## config.mk

```make
export PLATFORM = sky130hd
export DESIGN_NAME = periodic_heartbeat_timer_table
export DESIGN_NICKNAME = d
export VERILOG_FILES = /design/src/hw/rtl/phtt_pkg.sv /design/src/hw/rtl/phtt_cell.sv /design/src/hw/rtl/phtt_ctrl.sv /design/src/hw/rtl/periodic_heartbeat_timer_table.sv
export SDC_FILE = /design/constraint.sdc
export NUM_CORES = 1
export LEC_CHECK = 0
export CAP_MARGIN = 15
export CORE_MARGIN = 1.5
export CORE_UTILIZATION = 55
export CTS_CLUSTER_DIAMETER = 50
export DETAILED_ROUTE_END_ITERATION = 10
export DONT_BUFFER_PORTS = 1
export PLACE_DENSITY = 0.7
export SKIP_LAST_GASP = 1
export SYNTH_ARGS = -nofsm -noshare
export SYNTH_HDL_FRONTEND = slang
export SYNTH_SLANG_ARGS = --single-unit
```

## constraint.sdc

```tcl
create_clock -name i_clk -period 10.1 [get_ports i_clk]
set_input_delay 1.01 -clock i_clk [delete_from_list [all_inputs] [get_ports i_clk]]
set_output_delay 1.01 -clock i_clk [all_outputs]
set_load 0.005 [all_outputs]
```

## src/hw/rtl/phtt_pkg.sv

```systemverilog
package phtt_pkg;

    localparam int OwnerWidth = 8;
    localparam int CountWidth = 15;
    localparam int RawWidth   = 16;

    typedef struct packed {
        logic                  valid;
        logic [OwnerWidth-1:0] owner;
        logic [CountWidth-1:0] period;
        logic [CountWidth-1:0] count;
    } t_entry;

    typedef enum logic [2:0] {
        STS_OK     = 3'd0,
        STS_REJECT = 3'd1,
        STS_FULL   = 3'd2,
        STS_FIRED  = 3'd3,
        STS_NONE   = 3'd4
    } t_status;

    typedef enum logic {
        OP_SET  = 1'b0,
        OP_TICK = 1'b1
    } t_op;

    typedef enum logic [1:0] {
        S_IDLE,
        S_RUN,
        S_DONE
    } t_state;

endpackage

```

## src/hw/rtl/phtt_cell.sv

```systemverilog
module phtt_cell (
    input  logic            i_clk,
    input  logic            i_rst_n,
    input  logic            i_shift,
    input  phtt_pkg::t_entry i_entry,
    output phtt_pkg::t_entry o_entry
);
    import phtt_pkg::*;

    logic                  r_valid;
    logic [OwnerWidth-1:0] r_owner;
    logic [CountWidth-1:0] r_period;
    logic [CountWidth-1:0] r_count;

    always_ff @(posedge i_clk) begin
        if (!i_rst_n) begin
            r_valid <= 1'b0;
        end else if (i_shift) begin
            r_valid <= i_entry.valid;
        end
    end

    always_ff @(posedge i_clk) begin
        if (i_shift) begin
            r_owner  <= i_entry.owner;
            r_period <= i_entry.period;
            r_count  <= i_entry.count;
        end
    end

    assign o_entry = '{valid: r_valid, owner: r_owner, period: r_period, count: r_count};

endmodule

```

## src/hw/rtl/phtt_ctrl.sv

```systemverilog
module phtt_ctrl #(
    parameter int TABLE_ENTRIES = 16
) (
    input  logic             i_clk,
    input  logic             i_rst_n,
    input  logic             i_valid,
    output logic             o_stall,
    input  logic             i_operation,
    input  logic [7:0]       i_object_id,
    input  logic [15:0]      i_interval,
    output logic             o_valid,
    input  logic             i_stall,
    output logic [2:0]       o_status,
    output logic [7:0]       o_fired_object_id,
    output logic             o_last_result,
    input  phtt_pkg::t_entry i_head,
    input  phtt_pkg::t_entry i_next,
    output phtt_pkg::t_entry o_tail,
    output logic             o_shift
);
    import phtt_pkg::*;

    localparam int StepWidth = (TABLE_ENTRIES > 1) ? $clog2(TABLE_ENTRIES) : 1;
    localparam logic [StepWidth-1:0] LastStep = StepWidth'(TABLE_ENTRIES - 1);

    t_state                r_state, n_state;
    logic [StepWidth-1:0]  r_step, n_step;
    t_op                   r_op, n_op;
    logic [OwnerWidth-1:0] r_id, n_id;
    logic [RawWidth-1:0]   r_raw, n_raw;
    logic                  r_done, n_done;
    logic                  r_rmv, n_rmv;
    t_status               r_status, n_status;
    logic                  r_pend_v, n_pend_v;
    logic [OwnerWidth-1:0] r_pend_id, n_pend_id;
    logic                  r_o_valid, n_o_valid;
    t_status               r_o_status, n_o_status;
    logic [OwnerWidth-1:0] r_o_id, n_o_id;
    logic                  r_o_last, n_o_last;

    logic                  w_accept;
    logic                  w_out_free;
    logic                  w_last;
    logic                  w_match;
    logic                  w_fire;
    logic                  w_adv;
    logic                  w_zero;
    logic                  w_neg;
    logic [CountWidth-1:0] w_mag;
    logic [CountWidth-1:0] w_new_period;
    t_entry                w_fill;
    t_status               w_final;

    assign w_zero       = (r_raw == '0);
    assign w_neg        = r_raw[RawWidth-1];
    assign w_mag        = r_raw[CountWidth-1:0];
    assign w_new_period = w_neg ? CountWidth'(1) : w_mag;
    assign w_last       = (r_step == LastStep);
    assign w_match      = i_head.valid && (i_head.owner == r_id);
    assign w_fire       = i_head.valid && (i_head.count <= CountWidth'(1));
    assign w_out_free   = !r_o_valid || !i_stall;
    assign w_adv        = !((r_op == OP_TICK) && w_fire && r_pend_v && !w_out_free);
    assign w_accept     = i_valid && (r_state == S_IDLE);
    assign w_fill       = w_last ? t_entry'('0) : i_next;
    assign w_final      = r_done ? r_status : (w_zero ? STS_OK : STS_FULL);

    // next state
    always_comb begin
        n_state = r_state;
        case (r_state)
            S_IDLE: begin
                if (w_accept) n_state = S_RUN;
            end
            S_RUN: begin
                if (w_adv && w_last) n_state = S_DONE;
            end
            S_DONE: begin
                if (w_out_free) n_state = S_IDLE;
            end
            default: n_state = S_IDLE;
        endcase
    end

    // outputs to the chain
    always_comb begin
        o_stall = (r_state != S_IDLE);
        o_shift = (r_state == S_RUN) && w_adv;
        o_tail  = i_head;
        if (r_op == OP_TICK) begin
            if (i_head.valid) begin
                o_tail.count = w_fire ? i_head.period : (i_head.count - CountWidth'(1));
            end
        end else if (r_rmv) begin
            o_tail = w_fill;
        end else if (!r_done && w_match) begin
            if (w_zero) begin
                o_tail = w_fill;
            end else if (!w_neg) begin
                o_tail.period = w_mag;
                o_tail.count  = w_mag;
            end
        end else if (!r_done && !i_head.valid && !w_zero) begin
            o_tail = '{valid: 1'b1, owner: r_id, period: w_new_period,
                       count: w_new_period};
        end
    end

    // sequencing registers and result beats
    always_comb begin
        n_step     = r_step;
        n_op       = r_op;
        n_id       = r_id;
        n_raw      = r_raw;
        n_done     = r_done;
        n_rmv      = r_rmv;
        n_status   = r_status;
        n_pend_v   = r_pend_v;
        n_pend_id  = r_pend_id;
        n_o_valid  = r_o_valid && i_stall;
        n_o_status = r_o_status;
        n_o_id     = r_o_id;
        n_o_last   = r_o_last;
        if (w_accept) begin
            n_step   = '0;
            n_op     = t_op'(i_operation);
            n_id     = i_object_id;
            n_raw    = i_interval;
            n_done   = 1'b0;
            n_rmv    = 1'b0;
            n_pend_v = 1'b0;
        end
        if (o_shift) begin
            n_step = r_step + StepWidth'(1);
            if (r_op == OP_TICK) begin
                if (w_fire) begin
                    if (r_pend_v) begin
                        n_o_valid  = 1'b1;
                        n_o_status = STS_FIRED;
                        n_o_id     = r_pend_id;
                        n_o_last   = 1'b0;
                    end
                    n_pend_v  = 1'b1;
                    n_pend_id = i_head.owner;
                end
            end else if (!r_done) begin
                if (w_match) begin
                    n_done   = 1'b1;
                    n_rmv    = w_zero;
                    n_status = (!w_zero && w_neg) ? STS_REJECT : STS_OK;
                end else if (!i_head.valid) begin
                    n_done   = 1'b1;
                    n_status = STS_OK;
                end
            end
        end
        if ((r_state == S_DONE) && w_out_free) begin
            n_o_valid = 1'b1;
            n_o_last  = 1'b1;
            n_pend_v  = 1'b0;
            if (r_op == OP_TICK) begin
                n_o_status = r_pend_v ? STS_FIRED : STS_NONE;
                n_o_id     = r_pend_v ? r_pend_id : '0;
            end else begin
                n_o_status = w_final;
                n_o_id     = '0;
            end
        end
    end

    always_ff @(posedge i_clk) begin
        if (!i_rst_n) begin
            r_state   <= S_IDLE;
            r_pend_v  <= 1'b0;
            r_o_valid <= 1'b0;
        end else begin
            r_state   <= n_state;
            r_pend_v  <= n_pend_v;
            r_o_valid <= n_o_valid;
        end
    end

    always_ff @(posedge i_clk) begin
        r_step     <= n_step;
        r_op       <= n_op;
        r_id       <= n_id;
        r_raw      <= n_raw;
        r_done     <= n_done;
        r_rmv      <= n_rmv;
        r_status   <= n_status;
        r_pend_id  <= n_pend_id;
        r_o_status <= n_o_status;
        r_o_id     <= n_o_id;
        r_o_last   <= n_o_last;
    end

    assign o_valid           = r_o_valid;
    assign o_status          = r_o_status;
    assign o_fired_object_id = r_o_id;
    assign o_last_result     = r_o_last;

endmodule

```

## src/hw/rtl/periodic_heartbeat_timer_table.sv

```systemverilog
// Table of up to TABLE_ENTRIES periodic timers kept in insertion order in a ring of cells.
// Every item, set or tick, rotates the ring once past a single processing point at the
// head, one entry per cycle unless a firing tick must wait for the output side to take
// a waiting result beat. Each item is taken, rotates the ring through every cell and hands
// over its final beat before the next input beat is accepted; an output-side hold-off of a
// waiting result beat delays it further. A removal closes the gap during that rotation by
// feeding the tail from the cell behind the head. Ids are taken as 8-bit values directly.
module periodic_heartbeat_timer_table #(
    parameter int TABLE_ENTRIES = 16
) (
    input  logic        i_clk,
    input  logic        i_rst_n,
    input  logic        i_valid,
    output logic        o_stall,
    input  logic        i_operation,
    input  logic [7:0]  i_object_id,
    input  logic [15:0] i_interval,
    output logic        o_valid,
    input  logic        i_stall,
    output logic [2:0]  o_status,
    output logic [7:0]  o_fired_object_id,
    output logic        o_last_result
);
    import phtt_pkg::*;

    t_entry w_entry [0:TABLE_ENTRIES];
    t_entry w_tail;
    logic   w_shift;

    assign w_entry[TABLE_ENTRIES] = '0;

    for (genvar g = 0; g < TABLE_ENTRIES; g++) begin : g_cell
        phtt_cell u_cell (
            .i_clk   (i_clk),
            .i_rst_n (i_rst_n),
            .i_shift (w_shift),
            .i_entry ((g == TABLE_ENTRIES - 1) ? w_tail : w_entry[g + 1]),
            .o_entry (w_entry[g])
        );
    end

    phtt_ctrl #(
        .TABLE_ENTRIES (TABLE_ENTRIES)
    ) u_ctrl (
        .i_clk             (i_clk),
        .i_rst_n           (i_rst_n),
        .i_valid           (i_valid),
        .o_stall           (o_stall),
        .i_operation       (i_operation),
        .i_object_id       (i_object_id),
        .i_interval        (i_interval),
        .o_valid           (o_valid),
        .i_stall           (i_stall),
        .o_status          (o_status),
        .o_fired_object_id (o_fired_object_id),
        .o_last_result     (o_last_result),
        .i_head            (w_entry[0]),
        .i_next            (w_entry[1]),
        .o_tail            (w_tail),
        .o_shift           (w_shift)
    );

endmodule

```

==> qor.csv, run 1 <==
metric;value;unit
Clock Skews;23.6;ps
Sink Count;680;
Leak;8.77;nW
vias in the first global route;10024;
sequential area share after synthesis;0.863;
H-tree levels;3;
Syn Inst Count;1238;
Max Slew Vio Count;0;
maximum fanout along the worst path;147;
Pwr Density;232;nW/um^2
Area Growth Syn to Fin;12.0;%
Die Ht;209;microns
Cell Count, Final, Fillers Out;1866;
Setup crit end kind;flop;
Starting DRT DRC Count;1158;
CP startpoint kind;flop;
switching pwr;0.00126;W
Final period util;0.436;
final worst slack;5700;ps
final period demand of the worst path;4400;ps
cts repair resizes;0;
Rows;75;
later-pin clock latency in the skew report;590;ps
I/O pins;43;
DRC;0;
highest clock rate;227;MHz
Max Cap Viol;0;
DP Cell Count;1745;
Vias;10731;
mapped cell area;23400;sq um
Combinational Power Share;0.036;
CTS max path bufs;3;
Total Routing Usage GR;0.177;
TritonRoute pass-1 iters;6;
Flop pwr share;0.559;
initial antenna violation count;2;
routed wire length;37.3;mm
Async S/R FF share, synth;0;
layout net count;1310;
clock slew at reported path FFs;60;ps
vias per cell;5.75;
Max-slew headroom;0.250;
synthesized flop and latch total;680;
worst slew pin tran;1120;ps
setup TNS;0;ps
Initial Util;0.558;
Hold Vio Cnt, Final;0;
global-route wire length before repair;58.5;mm
Setup violations, final;0;
Die ar.;43800;sq um
GP Congestion;0.850;
Worst VDD drop;210;uV
Net Sw Frac;0.207;
IO Port Bufs;0;
Ant. Diodes;0;
Core Footprint;41900;sq um
share of layout cells above drive strength 1;0.0972;
post-route antenna net violation count;0;
post-synth cell types;61;
Post-Syn Nets;1270;
Worst Path Required;10300;ps
die width;209;microns
EDFF count, synth;657;
pre-CTS WS;5720;ps
Cell Int Power;0.00483;W
clock network power share;0.405;
post-DR wirelength/cell;20.0;microns
Arr. time, crit path;4600;ps
status;finished clean;
hold buffers post-CTS;0;
ys flop type;edfxtp_1;
clock root buffer;clkbuf_16;
HPWL after DPL;20.5;mm
RSZ-0062 raised after global routing;false;
CTS tree;built;
CP Class;reg2reg;
Yosys warning count;0;
worst min-delay path class;reg2reg;
largest net degree at the start of global routing;216;
Avg Cell Area, Syn;18.9;sq um
total CTS buffers;70;
total setup buffers inserted after CTS;0;
grt total ovfl;0;
## layout by cell type, fill, tap and decap left out, types with 7 or more instances in the layout
cell,Yosys,final
nand3_1,15,15
o21ai_0,36,36
nand2_1,98,98
a21o_1,12,12
a221o_1,10,10
a21oi_1,61,61
o22ai_1,16,16
nor3_1,11,11
nor4_1,7,7
nand2b_1,20,20
nor2_1,39,39
a211o_1,12,12
clkinv_1,1,14
buf_4,0,13
xor2_1,9,9
clkinv_2,0,12
inv_1,30,30
a22o_1,16,16
clkbuf_16,0,74
nor2b_1,14,14
a22oi_1,12,12
edfxtp_1,657,657
and2_1,11,11
dfxtp_1,23,23
a21boi_0,9,9
## per-layer routing
metal	share of wire	track usage
met1	0.49	0.284
met2	0.42	0.233
met3	0.065	0.0489
met4	0.020	0.0582
met5	0.00043	0
## flip-flops by register name (all words and copies together), names as in the netlist, 2 cells and up
register / flops
g_cell.u_cell.r_count: 240
u_ctrl.r_id: 8
u_ctrl.r_state: 2
u_ctrl.r_pend_id: 8
g_cell.u_cell.r_owner: 128
u_ctrl.r_raw: 16
u_ctrl.r_step: 4
u_ctrl.o_status: 3
g_cell.u_cell.r_period: 240
g_cell.u_cell.r_valid: 16
u_ctrl.o_fired_object_id: 8
## worst max-delay path: stages (launching register included)
cell	delay, ps
edfxtp_1	530
nor4_4	490
o2111ai_4	250
or2_1	560
o31ai_4	860
inv_8	480
buf_4	650
## final timing paths
path                            startpoint                       endpoint  slack [ps]  cells past startpoint
max            g_cell[0].u_cell.r_count[5]    g_cell[0].u_cell.r_owner[1]        5700                      6
max reg2reg    g_cell[0].u_cell.r_count[5]    g_cell[0].u_cell.r_owner[1]        5700                      6
min          g_cell[6].u_cell.r_period[14]  g_cell[5].u_cell.r_period[14]         400                      0
min reg2reg  g_cell[6].u_cell.r_period[14]  g_cell[5].u_cell.r_period[14]         400                      0
## cell families after synthesis
kind of cell / count (synthesis) / share of synthesized area
xor gates and xnor gates: 10 / 0.00374
AOI/OAI and AO/OA: 233 / 0.0696
DFF: 680 / 0.863
adders and majority gates: 3 / 0.00160
muxes: 3 / 0.00134
buffers and inverters: 78 / 0.0141
and+or+nand+nor: 231 / 0.0468
## cell usage after synthesis, types with 14 or more instances
cell	n	share of area
dfxtp_1	23	0.020
o22ai_1	16	0.0043
nand2_1	98	0.016
edfxtp_1	657	0.84
a22o_1	16	0.0060
nor2_1	39	0.0063
nand3_1	15	0.0032
clkbuf_1	33	0.0053
nand2b_1	20	0.0053
o21ai_0	36	0.0077
inv_1	30	0.0048
a21oi_1	61	0.013
nor2b_1	14	0.0037
## through the flow
stage          total power, W  hold WS [ps]  cell area [sq um]  utilization
4_1_cts               0.00615           404              26200        0.625
5_1_grt               0.00631           421              26200        0.625
6_report              0.00609           404              26200        0.625
3_5_place_dp          0.00368           405              24000        0.572
3_3_place_gp          0.00367           401              24000        0.572
2_1_floorplan         0.00364           400              23400            -
## final cells by class
cell class	instances	area, sq um
fill	2846	15700
multi-input combinational	480	2880
inverter	32	128
clock buffer	80	1870
sequential	680	20200
clock inverter	41	353
timing repair buffer	14	118
tap	539	674
## power by group through the flow
stage / Combinational [W] / Clock [W] / Sequential (W)
final: 0.000221 / 0.00246 / 0.00340
after global routing: 0.000245 / 0.00264 / 0.00342
after CTS: 0.000221 / 0.00253 / 0.00340
after detailed placement: 0.000221 / 0 / 0.00346
after global placement: 0.000216 / 0 / 0.00345
after floorplan: 0.000168 / 0 / 0.00347
No activity file was read; power rests on OpenSTA's default activity.
==> run 2, diff against run 1 <==
Settings changed: ABC_AREA set to 1.
Clock period 10.1 ns to 4.58 ns, I/O delays scaled along.
==> qor.csv, run 2 <==
metric;value;unit;change
Arr. time, crit path;3520;ps;-1080 ps
Sink Count;680;;unchanged
sequential area share after synthesis;0.838;;-0.0248
synthesized flop and latch total;680;;unchanged
Max Cap Viol;0;;unchanged
largest net degree at the start of global routing;200;;-7.4%
global-route wire length before repair;64.6;mm;+11%
Syn Inst Count;1566;;+26%
Ant. Diodes;0;;unchanged
Worst Path Required;4800;ps;-5500 ps
DP Cell Count;2120;;+21%
CTS max path bufs;3;;unchanged
Commonest cells post-synth;657 x edfxtp_1, 339 x nand2_1, 110 x nor2_1;;
most frequent cells in the layout;657 x edfxtp_1, 339 x nand2_1, 110 x nor2_1;;
post-route antenna net violation count;0;;unchanged
post-DR wirelength/cell;18.2;microns;-8.9%
DRC;0;;unchanged
status;finished clean;;
Pwr Density;497;nW/um^2;+110%
Die Ht;212;microns;+1.4%
smallest hold slack;37.6;ps;-367 ps
layout net count;1665;;+27%
later-pin clock latency in the skew report;600;ps;about the same
vias per cell;5.32;;-7.4%
Rows;76;;+1.3%
cell with the most instances after synthesis;edfxtp_1;;
clock slew at reported path FFs;60;ps;about the same
H-tree levels;3;;unchanged
final period demand of the worst path;3290;ps;-1110 ps
Avg Cell Area, Syn;15.4;sq um;-19%
ys flop type;edfxtp_1;;
Yosys warning count;0;;unchanged
Setup crit end kind;flop;;
Die ar.;45100;sq um;+2.9%
I/O pins;43;;unchanged
worst slew pin tran;1220;ps;+97.8 ps
Post-Syn Nets;1598;;+26%
GP Congestion;0.852;;+0.19%
share of layout cells above drive strength 1;0.0894;;-0.00781
Max-slew headroom;0.183;;-0.0674
Clock Skews;17.3;ps;-6.26 ps
Initial Util;0.558;;about the same
commonest non-fill, non-tap cell in the layout;edfxtp_1;;
Design Area, Final;27300;sq um;+4.0%
Starting DRT DRC Count;1230;;+6.2%
Yosys top cell by area;edfxtp_1;;
mapped cell area;24100;sq um;+3.0%
Top Registers;g_cell.u_cell.r_count (240), g_cell.u_cell.r_period (240), g_cell.u_cell.r_owner (128);;
clock root buffer;clkbuf_16;;
maximum fanout along the worst path;199;;+35%
Worst VDD drop;436;uV;+110%
Setup violations, final;0;;unchanged
Area Growth Syn to Fin;13.1;%;
CP Class;reg2reg;;
TritonRoute pass-1 iters;7;;+1
placed inst area;24800;sq um;+3.3%
Final period util;0.719;;+0.283
Core Footprint;43200;sq um;+2.9%
RSZ-0062 raised after global routing;false;;
Total Routing Usage GR;0.191;;+0.0143
Reg2Reg Depth;6;;unchanged
Hold Vio Cnt, Final;0;;unchanged
Max Slew Vio Count;0;;unchanged
max incr delay on CP;620;ps;-240 ps
Async S/R FF share, synth;0;;unchanged
top cells by area, synth;edfxtp_1 82%, nand2_1 5.3%, dfxtp_1 1.9%, nor2_1 1.7%, a21oi_1 1.6%;;
die width;212;microns;+1.4%
fillers;3029;;+6.4%
WHS Path Cells;2;;+2
total setup buffers inserted after CTS;0;;unchanged
routed wire length;41.4;mm;+11%
CP startpoint kind;flop;;
setup TNS;0;ps;unchanged
crit-path cells;inv_1, nor2_4, nand2_4, nand2_8, inv_16, buf_12;;
top-area cell type share of the netlist area;0.819;;-0.0243
grt total ovfl;0;;unchanged
total CTS buffers;70;;unchanged
Vias;12107;;+13%
CTS tree;built;;
initial antenna violation count;1;;-1
vias in the first global route;11524;;+15%
post-synth cell types;38;;-38%
worst min-delay path class;in2reg;;
highest clock rate;304;MHz;+34%
Slowest-stage cell, CP;inv_1;;
HPWL after DPL;22.8;mm;+12%
EDFF count, synth;657;;unchanged
IO Port Bufs;0;;unchanged
Leak;9.88;nW;+13%
Cell Count, Final, Fillers Out;2274;;+22%
-- run 2: cell count changes after synthesis, sizes merged, moves of 14 or more --
cell / before / now
a21boi: 15 / 0
a21oi: 61 / 76
nand2: 98 / 342
nor2b: 14 / 0
nand3: 15 / 53
nand2b: 20 / 0
inv: 31 / 107
o21ai: 36 / 103
a22o: 16 / 0
nor2: 39 / 117
-- run 2: critical path: cells and delay by family (launching register included) --
kind          cells  cell delay [ps]
flops             1              580
buf+inv           3             1670
simple gates      3              400
-- run 2: per-layer routing --
metal | share of wire | track usage | vias up
met1 | 0.45 | 0.287 | 5830
met4 | 0.026 | 0.0729 | 2
li1 | - | - | 5708
met3 | 0.087 | 0.0601 | 105
met5 | 0.00029 | 0 | -
met2 | 0.43 | 0.261 | 462
-- run 2: cell type report --
| cell class | instances | area (sq um) | share of cell area |
|---|---|---|---|
| well taps | 585 | 732 | 0.0269 |
| repair buffers | 44 | 433 | 0.0159 |
| multi-input cells | 728 | 3260 | 0.119 |
| clock buffers | 87 | 1860 | 0.0682 |
| flip-flops and latches | 680 | 20200 | 0.741 |
| clock inverters | 41 | 363 | 0.0133 |
| inverters | 109 | 425 | 0.0156 |
-- run 2: cell families after synthesis --
kind of cell    after synthesis  synth area share
buf+inv                     158            0.0269
flops                       680             0.838
fa+ha+maj                     3           0.00156
simple gates                527            0.0895
xor+xnor                      7           0.00254
compound gates              191            0.0415
-- run 2: stage by stage --
stage	total power, W	util	setup slack [ps]
after floorplan	0.00805	-	353
after global placement	0.00822	0.574	1390
after detailed placement	0.00825	0.574	1300
after CTS	0.0137	0.631	1330
after global routing	0.0141	0.631	1060
final	0.0135	0.631	1290
-- run 2: what timing repair did --
item	in CTS	in global routing
hold buffers	26	0
endpoints found under the hold margin	41	0
setup endpoints to repair	0	0
resized for setup	0	0
-- run 2: final timing paths --
kind,from,end,slack [ps]
worst max-delay path,g_cell[0].u_cell.r_valid,g_cell[7].u_cell.r_owner[5],1290
worst min register to register,g_cell[9].u_cell.r_period[5],g_cell[8].u_cell.r_period[5],400
worst max register to register,g_cell[0].u_cell.r_valid,g_cell[7].u_cell.r_owner[5],1290
worst min-delay path,i_stall,u_ctrl.r_state[1],40
-- run 2: power breakdown --
part           switching [W]  internal (W)  total (W)
registers           0.000169       0.00734    0.00751
logic               0.000477      0.000170   0.000646
clock network        0.00233       0.00306    0.00539
total                0.00298        0.0106     0.0135
==> run 3, diff against run 2 <==
Settings changed: ABC_AREA 1 to 0, PLACE_DENSITY 0.7 to 0.73.
Clock period 4.58 ns to 2.95 ns, I/O delays scaled along.
==> qor.csv, run 3 (synthesis results as in run 1) <==
metric;value;unit;change
Vias;11006;;-9.1%
RSZ-0062 raised after global routing;false;;
CP Class;reg2reg;;
DRC;0;;unchanged
grt total ovfl;0;;unchanged
Final period util;0.906;;+0.187
Net Sw Frac;0.205;;-0.0143
post-DR wirelength/cell;20.3;microns;+12%
Combinational Power Share;0.043;;-0.005
layout net count;1362;;-18%
Ant. Diodes;0;;unchanged
M1 GR Usage;0.287;;about the same
largest net degree at the start of global routing;140;;-30%
worst min-delay path class;in2reg;;
Sink Count;680;;unchanged
vias per cell;5.73;;+7.7%
vias in the first global route;10663;;-7.5%
Die ar.;43800;sq um;-2.8%
IO Port Bufs;0;;unchanged
Setup violations, final;0;;unchanged
fillers;2685;;-11%
Max-slew headroom;0.416;;+0.233
later-pin clock latency in the skew report;580;ps;-20 ps
Core Footprint;41900;sq um;-2.8%
Pwr Density;770;nW/um^2;+55%
final period demand of the worst path;2670;ps;-620 ps
Rows;75;;-1.3%
Total Routing Usage GR;0.184;;-0.00716
CTS tree;built;;
cts repair resizes;0;;unchanged
Top Usage Layer GRT;met1;;
Worst VDD drop;545;uV;+25%
clock network power share;0.390;;-0.008
met2 Use GR;0.260;;-0.00128
final core occ;0.635;;+0.00352
CP startpoint kind;flop;;
post-route antenna net violation count;0;;unchanged
CTS max path bufs;3;;unchanged
met3 Usage GRT;0.0331;;-0.0270
Clock Skews;20.7;ps;+3.40 ps
Design Area, Final;26600;sq um;-2.3%
Arr. time, crit path;2900;ps;-620 ps
final worst slack;278;ps;-1010 ps
placed inst area;24300;sq um;-1.9%
GP Congestion;0.889;;+4.3%
Setup crit end kind;flop;;
Area Growth Syn to Fin;13.8;%;
die width;209;microns;-1.4%
most frequent cells in the layout;657 x edfxtp_1, 98 x nand2_1, 71 x clkbuf_16;;
Top Registers;g_cell.u_cell.r_count (240), g_cell.u_cell.r_period (240), g_cell.u_cell.r_owner (128);;
maximum fanout along the worst path;20;;-90%
Leak;8.96;nW;-9.3%
HPWL after DPL;21.3;mm;-6.9%
Max Slew Vio Count;0;;unchanged
Initial Util;0.558;;about the same
TritonRoute pass-1 iters;5;;-2
Max Cap Viol;0;;unchanged
Starting DRT DRC Count;1011;;-18%
routed wire length;39.0;mm;-5.7%
Die Ht;209;microns;-1.4%
clock slew at reported path FFs;70;ps;about the same
worst slew pin tran;877;ps;-345 ps
commonest non-fill, non-tap cell in the layout;edfxtp_1;;
Worst Path Required;3180;ps;-1620 ps
status;finished clean;;
total setup buffers inserted after CTS;0;;unchanged
Total Power;0.0205;W;+51%
I/O pins;43;;unchanged
global-route wire length before repair;61.2;mm;-5.4%
highest clock rate;374;MHz;+23%
Cell Int Power;0.0163;W;+54%
Hold Vio Cnt, Final;0;;unchanged
total CTS buffers;66;;-5.7%
share of layout cells above drive strength 1;0.106;;+0.0170
clock root buffer;clkbuf_16;;
Flop pwr share;0.567;;+0.013
initial antenna violation count;0;;-1
pre-CTS WS;293;ps;-1010 ps
H-tree levels;3;;unchanged
switching pwr;0.00421;W;+42%
[run 3: power groups by stage]
| stage | clock network (W) | registers [W] | logic (W) |
|---|---|---|---|
| final | 0.00800 | 0.0116 | 0.000875 |
| after global routing | 0.00856 | 0.0117 | 0.000958 |
| after CTS | 0.00819 | 0.0116 | 0.000868 |
| after detailed placement | 0 | 0.0118 | 0.000835 |
| after global placement | 0 | 0.0118 | 0.000809 |
| after floorplan | 0 | 0.0117 | 0.000583 |
[run 3: through the flow]
stage | hold WS (ps) | std cells | setup TNS (ps)
floorplan | 394 | 1238 | -260630
global placement | 394 | 1775 | 0
detailed placement | 394 | 1775 | 0
CTS | 103 | 1920 | 0
global route | 127 | 1920 | 0
finish | 137 | 1920 | 0
[run 3: cell type report]
cell class | count | area (sq um) | area share
well taps | 539 | 674 | 0.0253
clock inverters | 24 | 180 | 0.00677
multi-input cells | 480 | 2880 | 0.108
repair buffers | 70 | 691 | 0.0259
clock buffers | 95 | 1890 | 0.0709
flip-flops and latches | 680 | 20200 | 0.758
inverters | 32 | 128 | 0.00479
[run 3: metal layers]
metal  wire length (microns)  vias up
met3                    2940       81
met4                     914        0
met1                   17400     5449
li1                        -     4994
met5                       0        -
met2                   17800      482
[run 3: worst paths after layout]
path | start | slack (ps) | depth (start not counted) | end
worst min register to register | g_cell[4].u_cell.r_period[0] | 400 | 0 | g_cell[3].u_cell.r_period[0]
worst max-delay path | g_cell[0].u_cell.r_count[8] | 280 | 7 | u_ctrl.o_fired_object_id[0]
worst min-delay path | i_stall | 140 | 2 | u_ctrl.r_pend_id[3]
worst max register to register | g_cell[0].u_cell.r_count[8] | 280 | 7 | u_ctrl.o_fired_object_id[0]
[run 3: worst max-delay path: stages, from the launching register on]
cell      delay [ps]
edfxtp_1         500
nor2_1           240
nand3_1          290
or2_1            350
o31ai_4          310
inv_8            140
nand2_1          170
nand2_1          310
[run 3: what timing repair did]
action,CTS,global route
hold endpoints to repair,45,0
hold buffers,26,0
setup endpoints to repair,0,0
